$ cat src/design/crp_ram.sv
// ----------------------------------------------------------------------------
// crp_ram: generic single-port-write RAM
// One write port and one read port with registered read data.
// ----------------------------------------------------------------------------
module crp_ram #(
    parameter int WIDTH = 8,
    parameter int DEPTH = 16
) (
    input  logic                     i_clk,
    input  logic                     i_we,
    input  logic [$clog2(DEPTH)-1:0] i_waddr,
    input  logic [WIDTH-1:0]         i_wdata,
    input  logic [$clog2(DEPTH)-1:0] i_raddr,
    output logic [WIDTH-1:0]         o_rdata
);

    logic [WIDTH-1:0] r_mem [DEPTH];
    logic [WIDTH-1:0] r_rdata;

    always_ff @(posedge i_clk) begin
        if (i_we) begin
            r_mem[i_waddr] <= i_wdata;
        end
        r_rdata <= r_mem[i_raddr];
    end

    assign o_rdata = r_rdata;

endmodule

$ cat config.mk
export PLATFORM = sky130hd
export DESIGN_NAME = crp_ram
export DESIGN_NICKNAME = d
export VERILOG_FILES = /design/src/design/crp_ram.sv
export SDC_FILE = /design/constraint.sdc
export NUM_CORES = 1
export LEC_CHECK = 0
export BUFFER_PORTS_ARGS = -buffer_cell sky130_fd_sc_hd__clkbuf_2
export CAP_MARGIN = 20
export CORE_ASPECT_RATIO = 0.7
export CORE_MARGIN = 5
export CORE_UTILIZATION = 45
export DETAILED_ROUTE_END_ITERATION = 12
export PLACE_DENSITY = 0.72
export SLEW_MARGIN = 20
export SYNTH_ARGS = -nofsm -noshare
export SYNTH_HDL_FRONTEND = slang
export SYNTH_SLANG_ARGS = --single-unit
export TNS_END_PERCENT = 1
$ cat constraint.sdc
create_clock -name i_clk -period 2.3 [get_ports i_clk]
set_clock_uncertainty 0.15 [all_clocks]
set_input_delay 0.345 -clock i_clk [delete_from_list [all_inputs] [get_ports i_clk]]
set_output_delay 0.345 -clock i_clk [all_outputs]
set_load 0.01 [all_outputs]
# Word-level counts from Yosys, hierarchy flattened
# Memories as Yosys holds them, arrays and structs flattened. A register that Yosys moved wholly into a read port is not among the register bits.
# Cells that the tools add are included.
[classes] muxes=2
[ops] cell="1-bit 2-to-1 mux" n=2
[totals] out_inout_bits=8 elab_cells=3 memories=1 inputBits=18 ramBits=128 reg_bits=0
[memory_table] memory="r_mem" depth=16 width=8 read_ports=1 rd_clocked_by_memory_dff=1 wr=1 line_no="17" rtl="logic [WIDTH-1:0] r_mem [DEPTH];"

# Logic depth before layout (Yosys ltp)
[logic_depth] depth_word=2 depth_mapped=5

# Least setup slack after synthesis
# Ideal clock, no wire load.
[synth_timing] path_type="in2reg" start="input port i_waddr[2]" end="memory r_mem[0][0] (enable)" path_stages=2 required_time_ns=1.767 setup_ns=0.383 t_arrival_ns=1.455 setup_slack_ns=0.312 cell_sequence="or3b_2 -> nor3_1"
[synth_rtl] element="from (decl)" line_no="11" rtl="input logic [$clog2(DEPTH)-1:0] i_waddr,"
[synth_rtl] element="to (decl)" line_no="17"
# Straight into the memory's write port.

==> results.toml <==
[worst_setup_path]
required_ps = 2440
cp-end-kind = "flop"
path_class = "input pin to flop"
cp_max_fo = 32
arrival_ps = 1650
cp-start-kind = "input pin"

[finish]
fin_nets = 301
antennaDiodeCount = 0
drive_above_1_share = 0.321
syn2layout_area_growth_pct = 20.2

[floorplanning]
die_h_um = 99.5
start_util = 0.464
die_area_mm2 = 0.0137
ios = 26
die_w_um = 138
core_mm2 = 0.0111
fp-row-count = 32

[global_route]
gr-usage-met3 = 0.0546
antenna_found_initial = 0
grt_use_met1 = 0.226
grt_pass1_wl_mm = 14.5
busiest_layer = "met1"
grt_pass1_vias = 2458
grt_overflow_total = 0
grtUsageMet2 = 0.211
grt_max_degree = 33
grt.total_usage = 0.152

[pwr]
p_leak_nw = 2.12
peakVddDrop_mv = 0.546
power_density_mw_per_mm2 = 955
total_power_mw = 5.91

[route]
first_pass_iters = 4
vias_per_cell = 5.40
ant_nets = 0
num_vias = 2425
wire_per_inst_um = 21.2
drc = 0
drtIter0Drc = 157
routed_wl_mm = 9.54

[synthesis]
synth_edf_count = 128
synth_area_leader_cell = "edfxtp_1"
synth.most_common_cell = "edfxtp_1"
synthArstFlopShare = 0
syn-cell-area_mm2 = 0.00515
ys_seq_area_frac = 0.778
synth_area_per_cell_um2 = 22.5
ys_types = 19
synth_common_cells = "edfxtp_1 (128), mux4_2 (18), a22oi_1 (16), mux4_1 (14), nor2_1 (13)"
synthFlopType = "edfxtp_1"
syn_inst = 229
yosysTopAreaCellShare = 0.747
ys_top_cells_by_area = "edfxtp_1 (75%), mux4_2 (7.9%), mux4_1 (7.1%)"
synth_seq_cells = 136
yosys_warnings = 0
synth_nets = 247

[clock_network]
clock_latency_ps = 410
clock_path_buffers = 2
clock_sinks = 136
postCtsSetupBuffers = 0
cts_resized = 0
cts.htree.levels = 4
cts_tree = "yes"
cts_hold_buf = 0
root_buffer = "clkbuf_16"
cts_buffers = 17
clk_pin_slew_ps = 60

[sta]
hold_viol_final = 0
max-slew-margin-rel = 0.549
worstMarginPinSlew_ps = 674
final.period_utilization = 0.654
maxSlewViolCount = 0
rsz0062_at_grt = "false"
setup_viol = 0
fmax_mhz = 665
period_needed_ps = 1500
setup_tns_ps = 0

[run_status]
status = "complete, no violations"

[placement]
io_buffers = 25
gp_congestion = 0.749
dp_hpwl_mm = 6.21

[min_path]
hold_class = "input pin to flop"

[job]
cap_viol_max_count = 0
cells in the final DEF (no fill, tap or decap):
cell and count:
and2_1 1, nand2b_1 2, mux4_2 18, edfxtp_1 128
a22oi_1 16, clkinv_1 1, clkinv_4 1, buf_4 18
bufinv_16 5, clkbuf_2 25, clkinvlp_4 2, nor2b_1 1
dfxtp_1 8, nor2_1 13, clkinv_2 6, mux4_1 14
nand3b_1 2, buf_12 2, or3b_2 1, and2b_1 1
clkbuf_16 17, nand3_1 1, nor3_1 4, nand2_1 9
routing by layer:
metal / wire [um] / share of wire
met5: 0 / 0
met4: 64 / 0.0067
met3: 759 / 0.080
met2: 4340 / 0.46
met1: 4370 / 0.46
worst max-delay path, stage by stage:
cell and delay (ps):
clkbuf_2 100, buf_12 250, mux4_1 590, a22oi_1 270, nand2_1 70
worst paths after layout:
check                                            start               endpoint  slack (ps)  cells after the start
worst max-delay path                        i_raddr[0]     o_rdata[4]$_DFF_P_         800                      5
worst min register to register  r_mem[12][7]$_DFFE_PP_     o_rdata[7]$_DFF_P_         530                      3
worst min-delay path                        i_wdata[5]  r_mem[7][5]$_DFFE_PP_         200                      1
worst max register to register   r_mem[9][4]$_DFFE_PP_     o_rdata[4]$_DFF_P_         820                      3
final cells by class:
class,count,area (um2)
Clock buffer,17,425
Clock inverter,15,208
Fill cell,833,4900
Multi-Input combinational cell,83,1060
Sequential cell,136,4000
Tap cell,153,191
Timing Repair Buffer,45,300
flip-flops by register name, summed over array words and instances, names as in the netlist:
| name | cells |
|---|---|
| r_mem | 128 |
| o_rdata | 8 |
cells by family (layout without fill, tap and decap cells):
kind of cell,after synthesis,after routing,share of synthesized area
buf+inv,10,77,0.0168
mux,32,32,0.150
simple gates,35,35,0.0318
flops,136,136,0.778
compound gates,16,16,0.0233
metrics by stage:
| stage | instance area (um2) | setup WS (ps) | util | hold slack (ps) | instances |
|---|---|---|---|---|---|
| after floorplan | 5150 | 312 | - | 294 | 229 |
| after global placement | 5550 | 366 | 0.501 | 500 | 417 |
| after detailed placement | 5550 | 352 | 0.501 | 513 | 417 |
| after CTS | 6190 | 787 | 0.558 | 198 | 449 |
| after global routing | 6190 | 698 | 0.558 | 224 | 449 |
| final | 6190 | 795 | 0.558 | 202 | 449 |
report_power, final:
part	total, mW	internal, mW	switching (mW)
combinational	0.256	0.112	0.144
sequential	2.79	2.77	0.0206
clock	2.86	1.90	0.954
(Power assumes the default switching activity.)
