`src/design/crp_pkg.sv`:
```
// ----------------------------------------------------------------------------
// crp_pkg: shared types and constants of the path player
// Node row layout, operation codes, controller states and arithmetic widths.
// ----------------------------------------------------------------------------
package crp_pkg;

    typedef enum logic [1:0] {
        OP_WRITE   = 2'd0,
        OP_RESTART = 2'd1,
        OP_TICK    = 2'd2,
        OP_NONE    = 2'd3
    } t_op;

    typedef enum logic {
        CFG_NODE_COUNT = 1'b0,
        CFG_PLAY_SPEED = 1'b1
    } t_cfg_index;

    typedef enum logic [3:0] {
        S_IDLE,
        S_CHECK,
        S_DUR,
        S_ADV,
        S_READ,
        S_DIV_GO,
        S_DIV_WAIT,
        S_T2_GO,
        S_T2_WAIT,
        S_T3_GO,
        S_T3_WAIT,
        S_HERM,
        S_CH_GO,
        S_CH_WAIT,
        S_OUT
    } t_state;

    typedef struct packed {
        logic signed [31:0] pos_x;
        logic signed [31:0] pos_y;
        logic signed [31:0] pos_z;
        logic signed [15:0] rot_x;
        logic signed [15:0] rot_y;
        logic signed [15:0] rot_z;
        logic signed [15:0] rot_w;
        logic        [31:0] dur;
    } t_node;

    typedef struct packed {
        logic start;
        logic clear;
    } t_mul_cmd;

    localparam int NODE_W  = $bits(t_node);
    localparam int ACC_W   = 80;  // accumulator of the channel sums
    localparam int MB_W    = 34;  // serial multiplier operand, signed
    localparam int H_W     = 43;  // Hermite weights, signed
    localparam int T_W     = 24;
    localparam int T2_W    = 32;
    localparam int T3_W    = 40;
    localparam int NUM_W   = 48;
    localparam int DEN_W   = 32;
    localparam int OUT_SHIFT = 17;

endpackage

```
`src/design/crp_mul.sv`:
```
// ----------------------------------------------------------------------------
// crp_mul: bit-serial signed multiply-accumulate
// Takes one multiplier bit per cycle, least significant first, and adds the
// shifted multiplicand into an accumulator that can be kept across products.
// ----------------------------------------------------------------------------
module crp_mul
    import crp_pkg::*;
(
    input  logic                    i_clk,
    input  logic                    i_rst_n,
    input  t_mul_cmd                i_cmd,
    input  logic signed [ACC_W-1:0] i_m,
    input  logic signed [MB_W-1:0]  i_b,
    output logic signed [ACC_W-1:0] o_acc,
    output logic                    o_done
);

    localparam int CNT_W = $clog2(MB_W);

    logic signed [ACC_W-1:0] r_m;
    logic        [MB_W-1:0]  r_b;
    logic signed [ACC_W-1:0] r_acc;
    logic        [CNT_W-1:0] r_cnt;
    logic                    r_busy;
    logic                    r_done;
    logic                    last;
    logic signed [ACC_W-1:0] addend;

    assign last = r_cnt == CNT_W'(MB_W - 1);

    // The top bit of the multiplier carries negative weight.
    always_comb begin
        if (!r_b[0]) begin
            addend = '0;
        end else if (last) begin
            addend = -r_m;
        end else begin
            addend = r_m;
        end
    end

    always_ff @(posedge i_clk) begin
        if (!i_rst_n) begin
            r_busy <= 1'b0;
            r_done <= 1'b0;
            r_cnt  <= '0;
        end else begin
            r_done <= 1'b0;
            if (i_cmd.start) begin
                r_busy <= 1'b1;
                r_cnt  <= '0;
            end else if (r_busy) begin
                r_cnt <= r_cnt + 1'b1;
                if (last) begin
                    r_busy <= 1'b0;
                    r_done <= 1'b1;
                end
            end
        end
    end

    always_ff @(posedge i_clk) begin
        if (i_cmd.start) begin
            r_m <= i_m;
            r_b <= i_b;
            if (i_cmd.clear) begin
                r_acc <= '0;
            end
        end else if (r_busy) begin
            r_acc <= r_acc + addend;
            r_m   <= r_m <<< 1;
            r_b   <= {1'b0, r_b[MB_W-1:1]};
        end
    end

    assign o_acc  = r_acc;
    assign o_done = r_done;

endmodule

```
`config.mk`:
```
export PLATFORM = sky130hd
export DESIGN_NAME = crp_mul
export DESIGN_NICKNAME = d
export VERILOG_FILES = /design/src/design/crp_pkg.sv /design/src/design/crp_mul.sv
export SDC_FILE = /design/constraint.sdc
export NUM_CORES = 1
export LEC_CHECK = 0
export BUFFER_PORTS_ARGS = -buffer_cell sky130_fd_sc_hd__buf_4
export CAP_MARGIN = 40
export CORE_MARGIN = 2
export CORE_UTILIZATION = 35
export DETAILED_ROUTE_END_ITERATION = 16
export PLACE_DENSITY = 0.6
export SLEW_MARGIN = 20
export SYNTH_ARGS = -nofsm -noshare
export SYNTH_HDL_FRONTEND = slang
export SYNTH_SLANG_ARGS = --single-unit
```
`constraint.sdc`:
```
create_clock -name i_clk -period 20.3 [get_ports i_clk]
set_input_delay 3.045 -clock i_clk [delete_from_list [all_inputs] [get_ports i_clk]]
set_output_delay 3.045 -clock i_clk [all_outputs]
set_load 0.1 [all_outputs]
```
# Yosys cells after proc, flatten, opt, wreduce, memory -nomap -nowiden
# Index checks and enable logic that the tools add are counted.
dict set report word_totals {
  wordCells 30
  inputBits 118
  register_bits 202
}
dict set report classes {
  eq_ne 2
  n_reduce_logical 4
  addsub 3
  bitwise 2
  mux 13
}
# op n
set op_table {}
lappend op_table {{$mux W80} 7}
lappend op_table {{$add A80 B80 Y80} 1}
lappend op_table {{$neg A80 Y80} 1}
lappend op_table {{$mux W34} 2}
lappend op_table {{$add A6 B1 Y6 const B} 1}
lappend op_table {{$eq A6 B6 Y1 const B} 1}
lappend op_table {{$mux W1} 4}
lappend op_table {{$reduce_or A3 Y1} 1}
lappend op_table {{$ne A2 B2 Y1 const B} 1}
lappend op_table {{$not A1 Y1} 2}
lappend op_table {{$reduce_and A2 Y1} 1}
lappend op_table {{$reduce_bool A2 Y1} 1}
lappend op_table {{$reduce_or A2 Y1} 1}

# Depth between registers and ports, before layout
dict set report depth {
  word_depth 6
  depth_mapped 22
  mapped_depth_nobuf 21
}

# Least setup slack after synthesis
# OpenSTA, ideal clock, no wires.
dict set report synth_timing {
  path_type {input to register}
  from {input port i_cmd[1] (netlist bit)}
  to {register r_acc[0], in the netlist o_acc[0] (enable)}
  arrival_time_ps 9272
  setup_time_ps 629
  cell_stages 4
  path_buffers 3
  required_time_ps 19671
  setup_slack_ps 10399
  cell_sequence {clkbuf_1 clkbuf_1 clkbuf_1 o21ai_0}
}
dict set report synth_between {
  elab_chain_len 2
  elab_cells_between_ends 3
}
# item line_no
set synth_rtl {}
lappend synth_rtl {{start, declared} crp_mul.sv:11} ;# input t_mul_cmd i_cmd,
lappend synth_rtl {{$ne A2 B2 Y1 (no line) / $reduce_bool A2 Y1 (equally long branches)} n/a}
lappend synth_rtl {{$reduce_and A2 Y1 (no line) (*)} n/a}
lappend synth_rtl {{end signal, assigned} crp_mul.sv:70} ;# r_acc <= r_acc + addend;
lappend synth_rtl {{end, declared} crp_mul.sv:22} ;# logic signed [ACC_W-1:0] r_acc;
# Every way passes the cells marked *; elsewhere a longest branch is shown, timed or not.
# A chain may end at the register's enable or synchronous reset.

# Worst setup path in the final report
dict set report layout_timing {
  from {register r_m[3]}
  to {register r_acc[74], in the netlist o_acc[74] (data pin)}
}
dict set report layout_between {
  elab_chain_len 6
}
# item line_no
set layout_rtl {}
lappend layout_rtl {{start, declared} crp_mul.sv:20} ;# logic signed [ACC_W-1:0] r_m;
lappend layout_rtl {{start signal, assigned} crp_mul.sv:64} ;# r_m <= i_m;
lappend layout_rtl {{start signal, assigned} crp_mul.sv:71} ;# r_m <= r_m <<< 1;
lappend layout_rtl {{$neg A80 Y80} crp_mul.sv:36} ;# addend = -r_m;
lappend layout_rtl {{$mux W80 (*)} crp_mul.sv:35} ;# end else if (last) begin
lappend layout_rtl {{$mux W80 (*)} crp_mul.sv:33} ;# if (!r_b[0]) begin
lappend layout_rtl {{$add A80 B80 Y80 (*)} crp_mul.sv:70}
lappend layout_rtl {{$mux W80 (*)} crp_mul.sv:69} ;# end else if (r_busy) begin
lappend layout_rtl {{$mux W80 (*)} crp_mul.sv:63} ;# if (i_cmd.start) begin
# Every way passes the cells marked *; elsewhere a longest branch is shown, timed or not. The select of a mux whose other input is x is not followed.

==> impl_results.md <==
- R2r setup slk: 13.87 ns
- Warnings from Yosys: 0
- Starting Density: 35.3%
- Synth async-reset ratio: 0%
- Dpl cell area: 17100 um^2
- Syn Area/Cell: 9.76 um^2
- GRT overflow: 0
- Power share of the clock group: 29.3%
- Clock period minus worst slack: 6.43 ns
- Register area share after synthesis: 39.7%
- Share of layout cells above drive strength 1: 22.6%
- Finished Cell Area: 18100 um^2
- Core Rows: 76
- Crit. End Element: flip-flop
- R2r endpoint: o_acc[74]
- DRT Wirelength: 45600 um
- CP max stage delay: 0.64 ns
- Crit-path slowest cell: nor3_1
- Sink Count: 202
- WL/cell: 20.0 um
- Static Leak: 7.23 nW
- Area of the core: 42800 um^2
- Rel. slew slack: 47.1%
- H-tree levels: 1
- CTS Buf Count: 26
- Fillers: 4200
- Vias/cell: 5.56
- Residual DRC: 0
- Cells after Synth: 1546
- Post-CTS Setup Bufs: 0
- Worst reg2reg startpoint: r_m[3]
- WP buf/inv: 0
- Clk_lat worst skew: 0.55 ns
- Post-synth top flop: edfxtp_1
- Crit Path Max Fanout: 7
- Post-CTS resize count: 0
- WHS: 0.521 ns
- Fin. Hold Viols: 0
- Pre-Repair DR Iteration Count: 5
- WP data required: 20.60 ns
- Crit path kind: reg -> reg
- Tcrit/Tclk final: 31.7%
- Run status: complete, no violations
- Multi-input logic area: 8740 um^2
- Clock transition at path regs: 0.06 ns
- Die width: 212 um
- Die area: 44800 um^2
- Global Route Usage Sum: 19.9%
- Final number of setup-violating endpoints: 0
- Critical Path Stages: 17
- Vias in the first global route: 12300
- Synthesized cell area: 15100 um^2
- Seq. cell area: 5990 um^2
- Delay-heaviest family, CP: simple AND/OR/NAND/NOR gates
- Post-synth EDFFs: 194
- Largest net degree at the start of global routing: 102
- Slew Limit Fails: 0
- Max-Cap Viols: 0
- P&R area growth vs syn: 19.7%
- Initial antenna violation count: 3
- Clock skew: 0.00748 ns
- CTS tree: done
- Int Pwr: 1.03 mW
- Sequential power share: 34.4%
- Overall power: 1.67 mW
- First-pass GRT wire length: 69600 um
- Peak Freq: 0.156 GHz
- RSZ-0062 raised after global routing: false
- Worst slew pin tran: 0.790 ns
- Half-perimeter wire length after placement: 34600 um
- Arr. time, crit path: 6.73 ns
- Initial DRC Count: 1055
- Combinational fraction of design power: 36.3%
- CTS max path bufs: 3
- Critical Path Start: r_m[3]
- DRT antenna net count: 0
- Setup crit end: o_acc[74]
- Unique masters post-synth: 76
- GPL Wtd Cong: 0.919
- Die Y: 212 um
- Type of origin of the critical path: flip-flop
- Maximum vdd drop: 55.7 uV
- Vias: 12700
- Power per cell area: 92.6 nW/um^2
- Post-route setup TNS: 0 ns
- I/O Buffers: 198
- I/O pin total: 199
- HP Class: reg -> reg
- CP Cell Sequence: nor3_1 > nand4b_1 > or3_1 > o41ai_1 > xnor2_1 > and2_1 > ha_1 > a21oi_1 > nand2_1 > a221oi_1 > o41ai_1 > o211ai_1 > a21boi_1 > nor3_1 > a2111oi_0 > or3_1 > and3_1
- Clk root buf: clkbuf_16
- Register bit total from synthesis: 202
- Syn nets: 1747
- R2R depth: 17
- Sw Pwr: 0.643 mW
- Nets: 1909
- Net Sw Frac: 38.4%
- Cts hold-fix bufs: 0
==> Yosys cell counts, types with 7 or more instances <==
cell type / instances / area share [%]
o31ai_1: 16 / 0.80
o21ai_0: 85 / 2.8
nor3_1: 33 / 1.1
mux2_2: 115 / 8.6
or3_1: 23 / 0.95
a21o_1: 54 / 2.7
xnor2_1: 68 / 3.9
nand4_1: 27 / 1.1
nor2b_1: 23 / 0.95
buf_1: 7 / 0.17
xor2_1: 59 / 3.4
a31oi_1: 17 / 0.70
nand3_1: 20 / 0.66
ha_1: 82 / 6.8
clkbuf_1: 68 / 1.7
o21a_1: 15 / 0.75
nand2_1: 95 / 2.4
edfxtp_1: 194 / 39
inv_1: 26 / 0.65
a21oi_1: 110 / 3.6
o21bai_1: 17 / 0.85
and3_1: 18 / 0.75
o41ai_1: 7 / 0.41
a21boi_0: 11 / 0.55
nand2b_1: 13 / 0.54
nor2_1: 142 / 3.5
nor4_1: 13 / 0.54
dfxtp_1: 8 / 1.1
and2_1: 80 / 3.3
==> tightest hold or removal path: cells and delay by family (launching register included) <==
kind | cells | cell delay (ns)
AO/OA/AOI/OAI | 2 | 0.15
flip-flops | 1 | 0.33
==> per-stage QoR <==
step	setup slack, ns	utilization (%)	cells
after CTS	14.07	42.1	2273
after floorplan	10.40	-	1546
after global placement	14.17	39.8	2221
final	13.87	42.2	2275
after global routing	13.53	42.2	2274
after detailed placement	14.08	40.0	2225
==> logic make-up (layout without fill, tap and decap cells) <==
kind of cell / after synthesis / in the layout / share of synthesized area, %
mux: 118 / 118 / 8.79
xor+xnor: 127 / 127 / 7.37
buf+inv: 102 / 284 / 2.55
other cells: 0 / 1 / 0
simple gates: 525 / 525 / 18.0
fa+ha+maj: 83 / 83 / 6.93
flops: 202 / 202 / 39.7
compound gates: 389 / 389 / 16.7
==> layout make-up <==
| class | instances | share of cell area [%] |
|---|---|---|
| multi-input cells | 1242 | 48.4 |
| flip-flops and latches | 202 | 33.1 |
| repair buffers | 210 | 9.13 |
| clock buffers | 36 | 4.22 |
| well taps | 546 | 3.78 |
| clock inverters | 12 | 0.804 |
| inverters | 26 | 0.540 |
| diodes | 1 | 0.0139 |
==> power groups by stage <==
stage / Sequential [mW] / Clock [mW] / Combinational, mW
global route: 0.581 / 0.516 / 0.654
finish: 0.576 / 0.491 / 0.607
global placement: 0.584 / 0 / 0.597
detailed placement: 0.584 / 0 / 0.602
floorplan: 0.722 / 0 / 0.309
CTS: 0.576 / 0.500 / 0.604
==> registers in the layout, indices dropped and copies added (netlist names) <==
signal	flops
o_acc	80
r_m	80
r_b	34
r_cnt	6
o_done	1
r_busy	1
==> cell usage in the layout, fill, tap and decap left out, types with 8 or more instances in the layout <==
cell / count
nand4_1: 27
and2_1: 80
o31ai_1: 16
nand2b_1: 13
ha_1: 82
nand3_1: 20
a21o_1: 54
inv_1: 26
xor2_1: 59
clkbuf_16: 29
a31oi_1: 17
edfxtp_1: 194
mux2_2: 115
nor4_1: 13
nand2_1: 94
o21ai_0: 84
o21bai_1: 17
xnor2_1: 68
nor3_1: 33
nor2b_1: 23
and3_1: 17
buf_4: 204
nor2_1: 142
o21a_1: 15
a21oi_1: 110
or3_1: 23
a21boi_0: 11
dfxtp_1: 8
==> routing by layer <==
metal	up-vias	track usage [%]	wire [um]
met1	6079	26.6	20300
li1	6063	-	-
met3	90	3.95	2960
met4	4	6.80	1460
met5	-	0	21
met2	415	32.0	20900
==> worst min path at each step <==
stage	cells after the start	start	to	slack, ns
after floorplan	2	r_cnt[5]	r_cnt[5]	0.47
after global placement	2	r_cnt[5]	r_cnt[5]	0.48
after detailed placement	2	r_cnt[5]	r_cnt[5]	0.52
after CTS	2	r_cnt[5]	r_cnt[5]	0.53
after global routing	1	r_b[16]	r_b[15]	0.56
final	2	r_cnt[5]	r_cnt[5]	0.52
Note: power is estimated with default switching activity, not from simulation.
