[src/design/crp_pkg.sv]
// ----------------------------------------------------------------------------
// crp_pkg: shared types and constants of the path player
// Node row layout, operation codes, controller states and arithmetic widths.
// ----------------------------------------------------------------------------
package crp_pkg;

    typedef enum logic [1:0] {
        OP_WRITE   = 2'd0,
        OP_RESTART = 2'd1,
        OP_TICK    = 2'd2,
        OP_NONE    = 2'd3
    } t_op;

    typedef enum logic {
        CFG_NODE_COUNT = 1'b0,
        CFG_PLAY_SPEED = 1'b1
    } t_cfg_index;

    typedef enum logic [3:0] {
        S_IDLE,
        S_CHECK,
        S_DUR,
        S_ADV,
        S_READ,
        S_DIV_GO,
        S_DIV_WAIT,
        S_T2_GO,
        S_T2_WAIT,
        S_T3_GO,
        S_T3_WAIT,
        S_HERM,
        S_CH_GO,
        S_CH_WAIT,
        S_OUT
    } t_state;

    typedef struct packed {
        logic signed [31:0] pos_x;
        logic signed [31:0] pos_y;
        logic signed [31:0] pos_z;
        logic signed [15:0] rot_x;
        logic signed [15:0] rot_y;
        logic signed [15:0] rot_z;
        logic signed [15:0] rot_w;
        logic        [31:0] dur;
    } t_node;

    typedef struct packed {
        logic start;
        logic clear;
    } t_mul_cmd;

    localparam int NODE_W  = $bits(t_node);
    localparam int ACC_W   = 80;  // accumulator of the channel sums
    localparam int MB_W    = 34;  // serial multiplier operand, signed
    localparam int H_W     = 43;  // Hermite weights, signed
    localparam int T_W     = 24;
    localparam int T2_W    = 32;
    localparam int T3_W    = 40;
    localparam int NUM_W   = 48;
    localparam int DEN_W   = 32;
    localparam int OUT_SHIFT = 17;

endpackage

[src/design/crp_div.sv]
// ----------------------------------------------------------------------------
// crp_div: restoring divider, one quotient bit per cycle
// Divides a 48-bit dividend by a nonzero 32-bit divisor.
// ----------------------------------------------------------------------------
module crp_div
    import crp_pkg::*;
(
    input  logic             i_clk,
    input  logic             i_rst_n,
    input  logic             i_start,
    input  logic [NUM_W-1:0] i_num,
    input  logic [DEN_W-1:0] i_den,
    output logic [NUM_W-1:0] o_quo,
    output logic             o_done
);

    localparam int CNT_W = $clog2(NUM_W);

    logic [DEN_W-1:0] r_rem;
    logic [NUM_W-1:0] r_num;
    logic [NUM_W-1:0] r_quo;
    logic [DEN_W-1:0] r_den;
    logic [CNT_W-1:0] r_cnt;
    logic             r_busy;
    logic             r_done;
    logic [DEN_W:0]   rem_sh;
    logic             fits;

    assign rem_sh = {r_rem, r_num[NUM_W-1]};
    assign fits   = rem_sh >= {1'b0, r_den};

    always_ff @(posedge i_clk) begin
        if (!i_rst_n) begin
            r_busy <= 1'b0;
            r_done <= 1'b0;
            r_cnt  <= '0;
        end else begin
            r_done <= 1'b0;
            if (i_start) begin
                r_busy <= 1'b1;
                r_cnt  <= '0;
            end else if (r_busy) begin
                r_cnt <= r_cnt + 1'b1;
                if (r_cnt == CNT_W'(NUM_W - 1)) begin
                    r_busy <= 1'b0;
                    r_done <= 1'b1;
                end
            end
        end
    end

    always_ff @(posedge i_clk) begin
        if (i_start) begin
            r_rem <= '0;
            r_num <= i_num;
            r_den <= i_den;
            r_quo <= '0;
        end else if (r_busy) begin
            r_rem <= fits ? DEN_W'(rem_sh - {1'b0, r_den}) : rem_sh[DEN_W-1:0];
            r_num <= {r_num[NUM_W-2:0], 1'b0};
            r_quo <= {r_quo[NUM_W-2:0], fits};
        end
    end

    assign o_quo  = r_quo;
    assign o_done = r_done;

endmodule

[config.mk]
export PLATFORM = sky130hd
export DESIGN_NAME = crp_div
export DESIGN_NICKNAME = d
export VERILOG_FILES = /design/src/design/crp_pkg.sv /design/src/design/crp_div.sv
export SDC_FILE = /design/constraint.sdc
export NUM_CORES = 1
export LEC_CHECK = 0
export BUFFER_PORTS_ARGS = -buffer_cell sky130_fd_sc_hd__buf_4
export CORE_AREA = 2 2 134 123
export CTS_CLUSTER_SIZE = 16
export DETAILED_ROUTE_END_ITERATION = 7
export DIE_AREA = 0 0 136 125
export PLACE_DENSITY_LB_ADDON = 0.2
export SYNTH_ARGS = -nofsm -noshare
export SYNTH_HDL_FRONTEND = slang
export SYNTH_SLANG_ARGS = --single-unit
[constraint.sdc]
create_clock -name i_clk -period 3.1 [get_ports i_clk]
set_input_delay 0.31 -clock i_clk [delete_from_list [all_inputs] [get_ports i_clk]]
set_output_delay 0.31 -clock i_clk [all_outputs]
set_load 0.02 [all_outputs]
-- Yosys cells after proc, flatten, opt, wreduce, memory -nomap -nowiden
Index checks and enable logic that the tools add are counted.
- add/subtract/negate cells: 2
- multipliers: 0
- divide/modulo/power cells: 0
- magnitude comparators: 1
- equal/unequal tests: 1
- shifts and indexed selects: 0
- multiplexer cells: 7
- bitwise gates (word level): 2
- reduce and logical (&&, ||, !) cells: 3
- operators with widths (operator ; number):
    two-way mux 48 bit ; 2
    greater-or-equal comparator 33 x 32 -> 1 bit ; 1
    two-way mux 32 bit ; 1
    subtractor 32 bit ; 1
    adder 6 x 1 -> 6 bit, second input constant ; 1
    equality test 6 bit, second input constant ; 1
    two-way mux 1 bit ; 4
    OR reduction 3 bit ; 1
    inverter 1 bit ; 2
    nonzero test 2 bit ; 1
    OR reduction 2 bit ; 1
- register bits after elaboration: 168
- bits in latches: 0
- bits in writable memories: 0
- bits in read-only memories: 0
- bits of input ports: 83
- output and inout port bits: 49
- word-level logic and storage cells: 23
- memories kept: 0

-- Logic depth before layout (Yosys ltp)
- word-level depth: 4
- depth in mapped cells: 13
- mapped depth without buffers: 11

-- Least setup slack after synthesis
Ideal clock, no wire load.
- kind: reg2reg
- start point: register r_num[47]
- end point: register r_rem[28]
- setup time: 129 ps
- arrival time: 2602 ps
- data required time: 2971 ps
- setup slack: 369 ps
- stages on the path, launching flop included: 12
- path buffers: 0
- period minus slack after synthesis: 2731 ps
- cells stage by stage: edfxtp_1 inv_1 ha_1 fa_1 nand2b_1 a211oi_1 o21bai_1 a21oi_1 o211ai_1 mux2_2 a2111oi_0 o21ai_0
- cells in the longest elaborated chain, start to end: 2
- elaborated cells on any way between the ends: 3
- those cells by class: add/sub (1); order compare (1); mux (1)
- ends and longest elaborated chain (element ; RTL line ; source):
    start, declared ; crp_div.sv:20 ; logic [NUM_W-1:0] r_num;
    start signal, assigned ; crp_div.sv:55 ; r_num <= i_num;
    start signal, assigned ; crp_div.sv:60 ; r_num <= {r_num[NUM_W-2:0], 1'b0};
    subtractor 32 bit / greater-or-equal comparator 33 x 32 -> 1 bit (equally long branches) ; crp_div.sv:59, crp_div.sv:30 ;
    two-way mux 32 bit (*) ; crp_div.sv:59 ; r_rem <= fits ? DEN_W'(rem_sh - {1'b0, r_den}) : rem_sh[DEN_W-1:0];
    end signal, assigned ; crp_div.sv:59 ;
    end, declared ; crp_div.sv:19 ; logic [DEN_W-1:0] r_rem;
Mark *: on every way between the ends. The rest lies on a longest branch, timed or not.
A chain may end at the register's enable or synchronous reset.

-- Worst setup path after layout
Same ends and word-level chain as after synthesis.

==> metrics.txt <==
# TYPE chip_impl_metric gauge
chip_impl_metric{name="postSynthAreaPerCell",unit="sq um"} 10.71
chip_impl_metric{name="antenna_cells_inserted",unit=""} 0
chip_impl_info{name="cts_tree",value="done"} 1
chip_impl_metric{name="area_delta_synth_final",unit="%"} 20.62
chip_impl_metric{name="maxSlewViolCount",unit=""} 0
chip_impl_metric{name="cts.hold.buffers_added",unit=""} 0
chip_impl_metric{name="cts_resized",unit=""} 0
chip_impl_metric{name="critical_path.max_stage_delay",unit="ns"} 0.39
chip_impl_metric{name="cap_violations",unit=""} 0
chip_impl_metric{name="first_global_vias",unit=""} 6391
chip_impl_metric{name="use_met2",unit="%"} 35.77
chip_impl_metric{name="ant_nets",unit=""} 0
chip_impl_metric{name="power_density",unit="mW/mm^2"} 530.0
chip_impl_info{name="dominantRegCellSynth",value="dfxtp_1"} 1
chip_impl_metric{name="synth-async-reset-ratio",unit="%"} 0
chip_impl_metric{name="grt_overflow_total",unit=""} 0
chip_impl_metric{name="setup_violations",unit=""} 0
chip_impl_metric{name="track_usage",unit="%"} 21.73
chip_impl_metric{name="use_met1",unit="%"} 26.38
chip_impl_metric{name="final_min_period_over_clock_period",unit="%"} 93.01
chip_impl_info{name="cp-start-kind",value="register"} 1
chip_impl_metric{name="cts_max_path_buffers",unit=""} 2
chip_impl_metric{name="clk_lat_worst_skew",unit="ns"} 0.43
chip_impl_metric{name="data_arrival_at_the_endpoint_of_the_critical_path",unit="ns"} 3.19
chip_impl_metric{name="critical_path.max_fanout",unit=""} 3
chip_impl_metric{name="dr_total_vias",unit=""} 6231
chip_impl_metric{name="final_layout_worst_hold_slack",unit="ns"} 0.05817
chip_impl_metric{name="cts_buffers",unit=""} 17
chip_impl_metric{name="effective_utilization_at_floorplan",unit="%"} 53.33
chip_impl_metric{name="cts.reportedPaths.clkPinSlew",unit="ns"} 0.07
chip_impl_metric{name="place_hpwl",unit="microns"} 12610
chip_impl_metric{name="synth.ff_latch_count",unit=""} 168
chip_impl_info{name="outcome",value="finished clean"} 1
chip_impl_metric{name="synth_warnings",unit=""} 0
chip_impl_metric{name="synth_cell_type_count",unit=""} 61
chip_impl_info{name="timing_worst_setup_path_type",value="register to register"} 1
chip_impl_info{name="synth_area_leader_cell",value="edfxtp_1"} 1
chip_impl_metric{name="worst_ir_drop_vdd",unit="uV"} 428.2
chip_impl_metric{name="io_buffers",unit=""} 131
chip_impl_metric{name="report.final.hold_viol_count",unit=""} 0
chip_impl_metric{name="p_leak",unit="nW"} 4.219
chip_impl_info{name="slowest_stage",value="fa_1"} 1
chip_impl_metric{name="htree_levels",unit=""} 4
chip_impl_info{name="most_frequent_standard_cell_in_the_layout_excluding_fill_and_tap_cells",value="buf_4"} 1
chip_impl_metric{name="first_pass_grt_wire_length",unit="microns"} 29840
chip_impl_metric{name="largest_net_degree_at_the_start_of_global_routing",unit=""} 50
chip_impl_metric{name="fin_util",unit="%"} 64.33
chip_impl_metric{name="clkSinkCount",unit=""} 168
chip_impl_metric{name="gr-usage-met3",unit="%"} 7.867
chip_impl_metric{name="wl_per_cell",unit="microns"} 15.86
chip_impl_metric{name="gpl.final_weighted_congestion",unit=""} 0.9478
chip_impl_metric{name="post_route_cells_drive_above_1_share",unit="%"} 28.14
chip_impl_metric{name="fp.coreArea",unit="sq mm"} 0.01575
chip_impl_metric{name="cts.repair_timing.setup_buffer_count",unit=""} 0
chip_impl_metric{name="dr.pass1.iters",unit=""} 5
chip_impl_info{name="busiest_layer",value="met2"} 1
chip_impl_metric{name="n_fill_cell",unit=""} 1274
chip_impl_metric{name="floorplan.die_area",unit="sq mm"} 0.01700
chip_impl_info{name="cts_root_buffer",value="clkbuf_16"} 1
chip_impl_metric{name="skew",unit="ns"} 0.008948
chip_impl_metric{name="synth_nets",unit=""} 901
chip_impl_metric{name="die_h",unit="microns"} 125
chip_impl_metric{name="finalPower",unit="mW"} 5.369
chip_impl_metric{name="synth_area",unit="sq mm"} 0.008397
chip_impl_metric{name="finalWirelength",unit="microns"} 17830
chip_impl_metric{name="route.detailed.drc",unit=""} 0
chip_impl_info{name="layout_common_cells",value="buf_4, nor2_1, dfxtp_1, edfxtp_1, nand2_1"} 1
chip_impl_metric{name="antenna_violations_before_repair",unit=""} 0
chip_impl_info{name="critical_path.endpoint_type",value="register"} 1
chip_impl_info{name="critical_path.cell_chain",value="inv_1, ha_1, fa_1, nand2b_1, a211oi_2, o21bai_1, a21oi_2, o211ai_1, mux2_2, a2111oi_1, o21ai_0"} 1
chip_impl_info{name="min_path_type",value="input port to register"} 1
chip_impl_metric{name="ys_seq_area_share",unit="%"} 49.59
chip_impl_metric{name="die_w",unit="microns"} 136
chip_impl_metric{name="max_slew_headroom",unit="%"} 46.35
chip_impl_metric{name="worstPathRequired",unit="ns"} 3.40
chip_impl_metric{name="initialDrtViolationCount",unit=""} 282
chip_impl_info{name="synthTopCellsByArea",value="edfxtp_1, dfxtp_1, mux2_2, mux2i_1, ha_1"} 1
chip_impl_metric{name="io_pins",unit=""} 132
chip_impl_metric{name="synth-edff-count",unit=""} 80
chip_impl_metric{name="detail_route.vias_per_cell",unit=""} 5.544
chip_impl_metric{name="placementRows",unit=""} 44
chip_impl_metric{name="worst-slew-pin-transition",unit="ns"} 0.8019
chip_impl_metric{name="period_needed",unit="ns"} 2.883
chip_impl_metric{name="instance_count_of_the_mapped_netlist",unit=""} 784
chip_impl_metric{name="layout.nets",unit=""} 1021
chip_impl_metric{name="synth_top_area_share",unit="%"} 28.61
chip_impl_metric{name="max_clock_freq",unit="GHz"} 0.3468
## through the flow
| step | TNS, ns | cells | instance area (sq um) | worst slack [ns] |
|---|---|---|---|---|
| detailed placement | 0 | 1092 | 9528 | 0.09235 |
| finish | 0 | 1124 | 10130 | 0.2168 |
| global route | -0.01190 | 1124 | 10130 | -0.01190 |
| global placement | 0 | 1092 | 9528 | 0.2171 |
| floorplan | 0 | 784 | 8397 | 0.3691 |
| CTS | 0 | 1124 | 10110 | 0.05894 |
## layer usage
layer,part of all wire [%],up-vias
met2,47,219
met5,0,-
li1,-,3050
met4,2.1,0
met3,8.2,36
met1,42,2926
## power breakdown
| part | internal [mW] | leakage (nW) | switching, mW | total [mW] |
|---|---|---|---|---|
| Combinational | 0.361 | 2.42 | 0.417 | 0.778 |
| Sequential | 2.47 | 1.51 | 0.0602 | 2.53 |
| Clock | 1.11 | 0.287 | 0.949 | 2.06 |
## final cells by class
type / count / area, sq um / area share, %
sequential: 168 / 4168 / 41.15
clock buffer: 18 / 450.4 / 4.447
inverter: 45 / 168.9 / 1.668
multi-input combinational: 529 / 3876 / 38.27
tap: 207 / 259.0 / 2.557
timing repair buffer: 143 / 1077 / 10.64
clock inverter: 14 / 128.9 / 1.272
## worst max-delay path, delay by kind of cell (launching register included)
family | cells | cell delay (ns)
flip-flops | 1 | 0.34
multiplexers | 1 | 0.29
adder cells (fa/ha/maj) | 2 | 0.60
buffers and inverters | 1 | 0.05
AND/OR/NAND/NOR | 1 | 0.19
AO/OA/AOI/OAI | 6 | 1.29
## cell usage after synthesis, types with 7 or more instances
cell type	count
mux2i_1	53
nand2b_1	8
inv_1	45
dfxtp_1	88
edfxtp_1	80
nor2_1	95
a21o_1	14
o21ai_0	17
a21oi_1	39
clkbuf_1	25
ha_1	33
nand3_1	9
a311oi_2	17
nand2_1	73
nor3_1	7
mux2_2	48
xor2_1	10
xnor2_1	17
## path summary, 6_finish.rpt
check | from | to | slack (ns) | depth (start not counted)
worst max-delay path | r_num[47] | r_rem[28] | 0.22 | 11
worst min-delay path | i_den[25] | r_den[25] | 0.06 | 1
worst max register to register | r_num[47] | r_rem[28] | 0.22 | 11
worst min register to register | r_rem[23] | r_rem[23] | 0.50 | 2
## flip-flops by register name, summed over array words and instances, names as in the netlist
register,cells
r_cnt,6
o_done,1
r_den,32
r_busy,1
o_quo,48
r_rem,32
r_num,48
## logic make-up after synthesis
family	count (synthesis)	share of synthesized area [%]
xor gates and xnor gates	27	2.816
muxes	101	12.76
buffers and inverters	87	4.545
DFF	168	49.59
AOI/OAI and AO/OA	145	13.57
adders and majority gates	34	5.156
and+or+nand+nor	222	11.56
(Power assumes the default switching activity.)
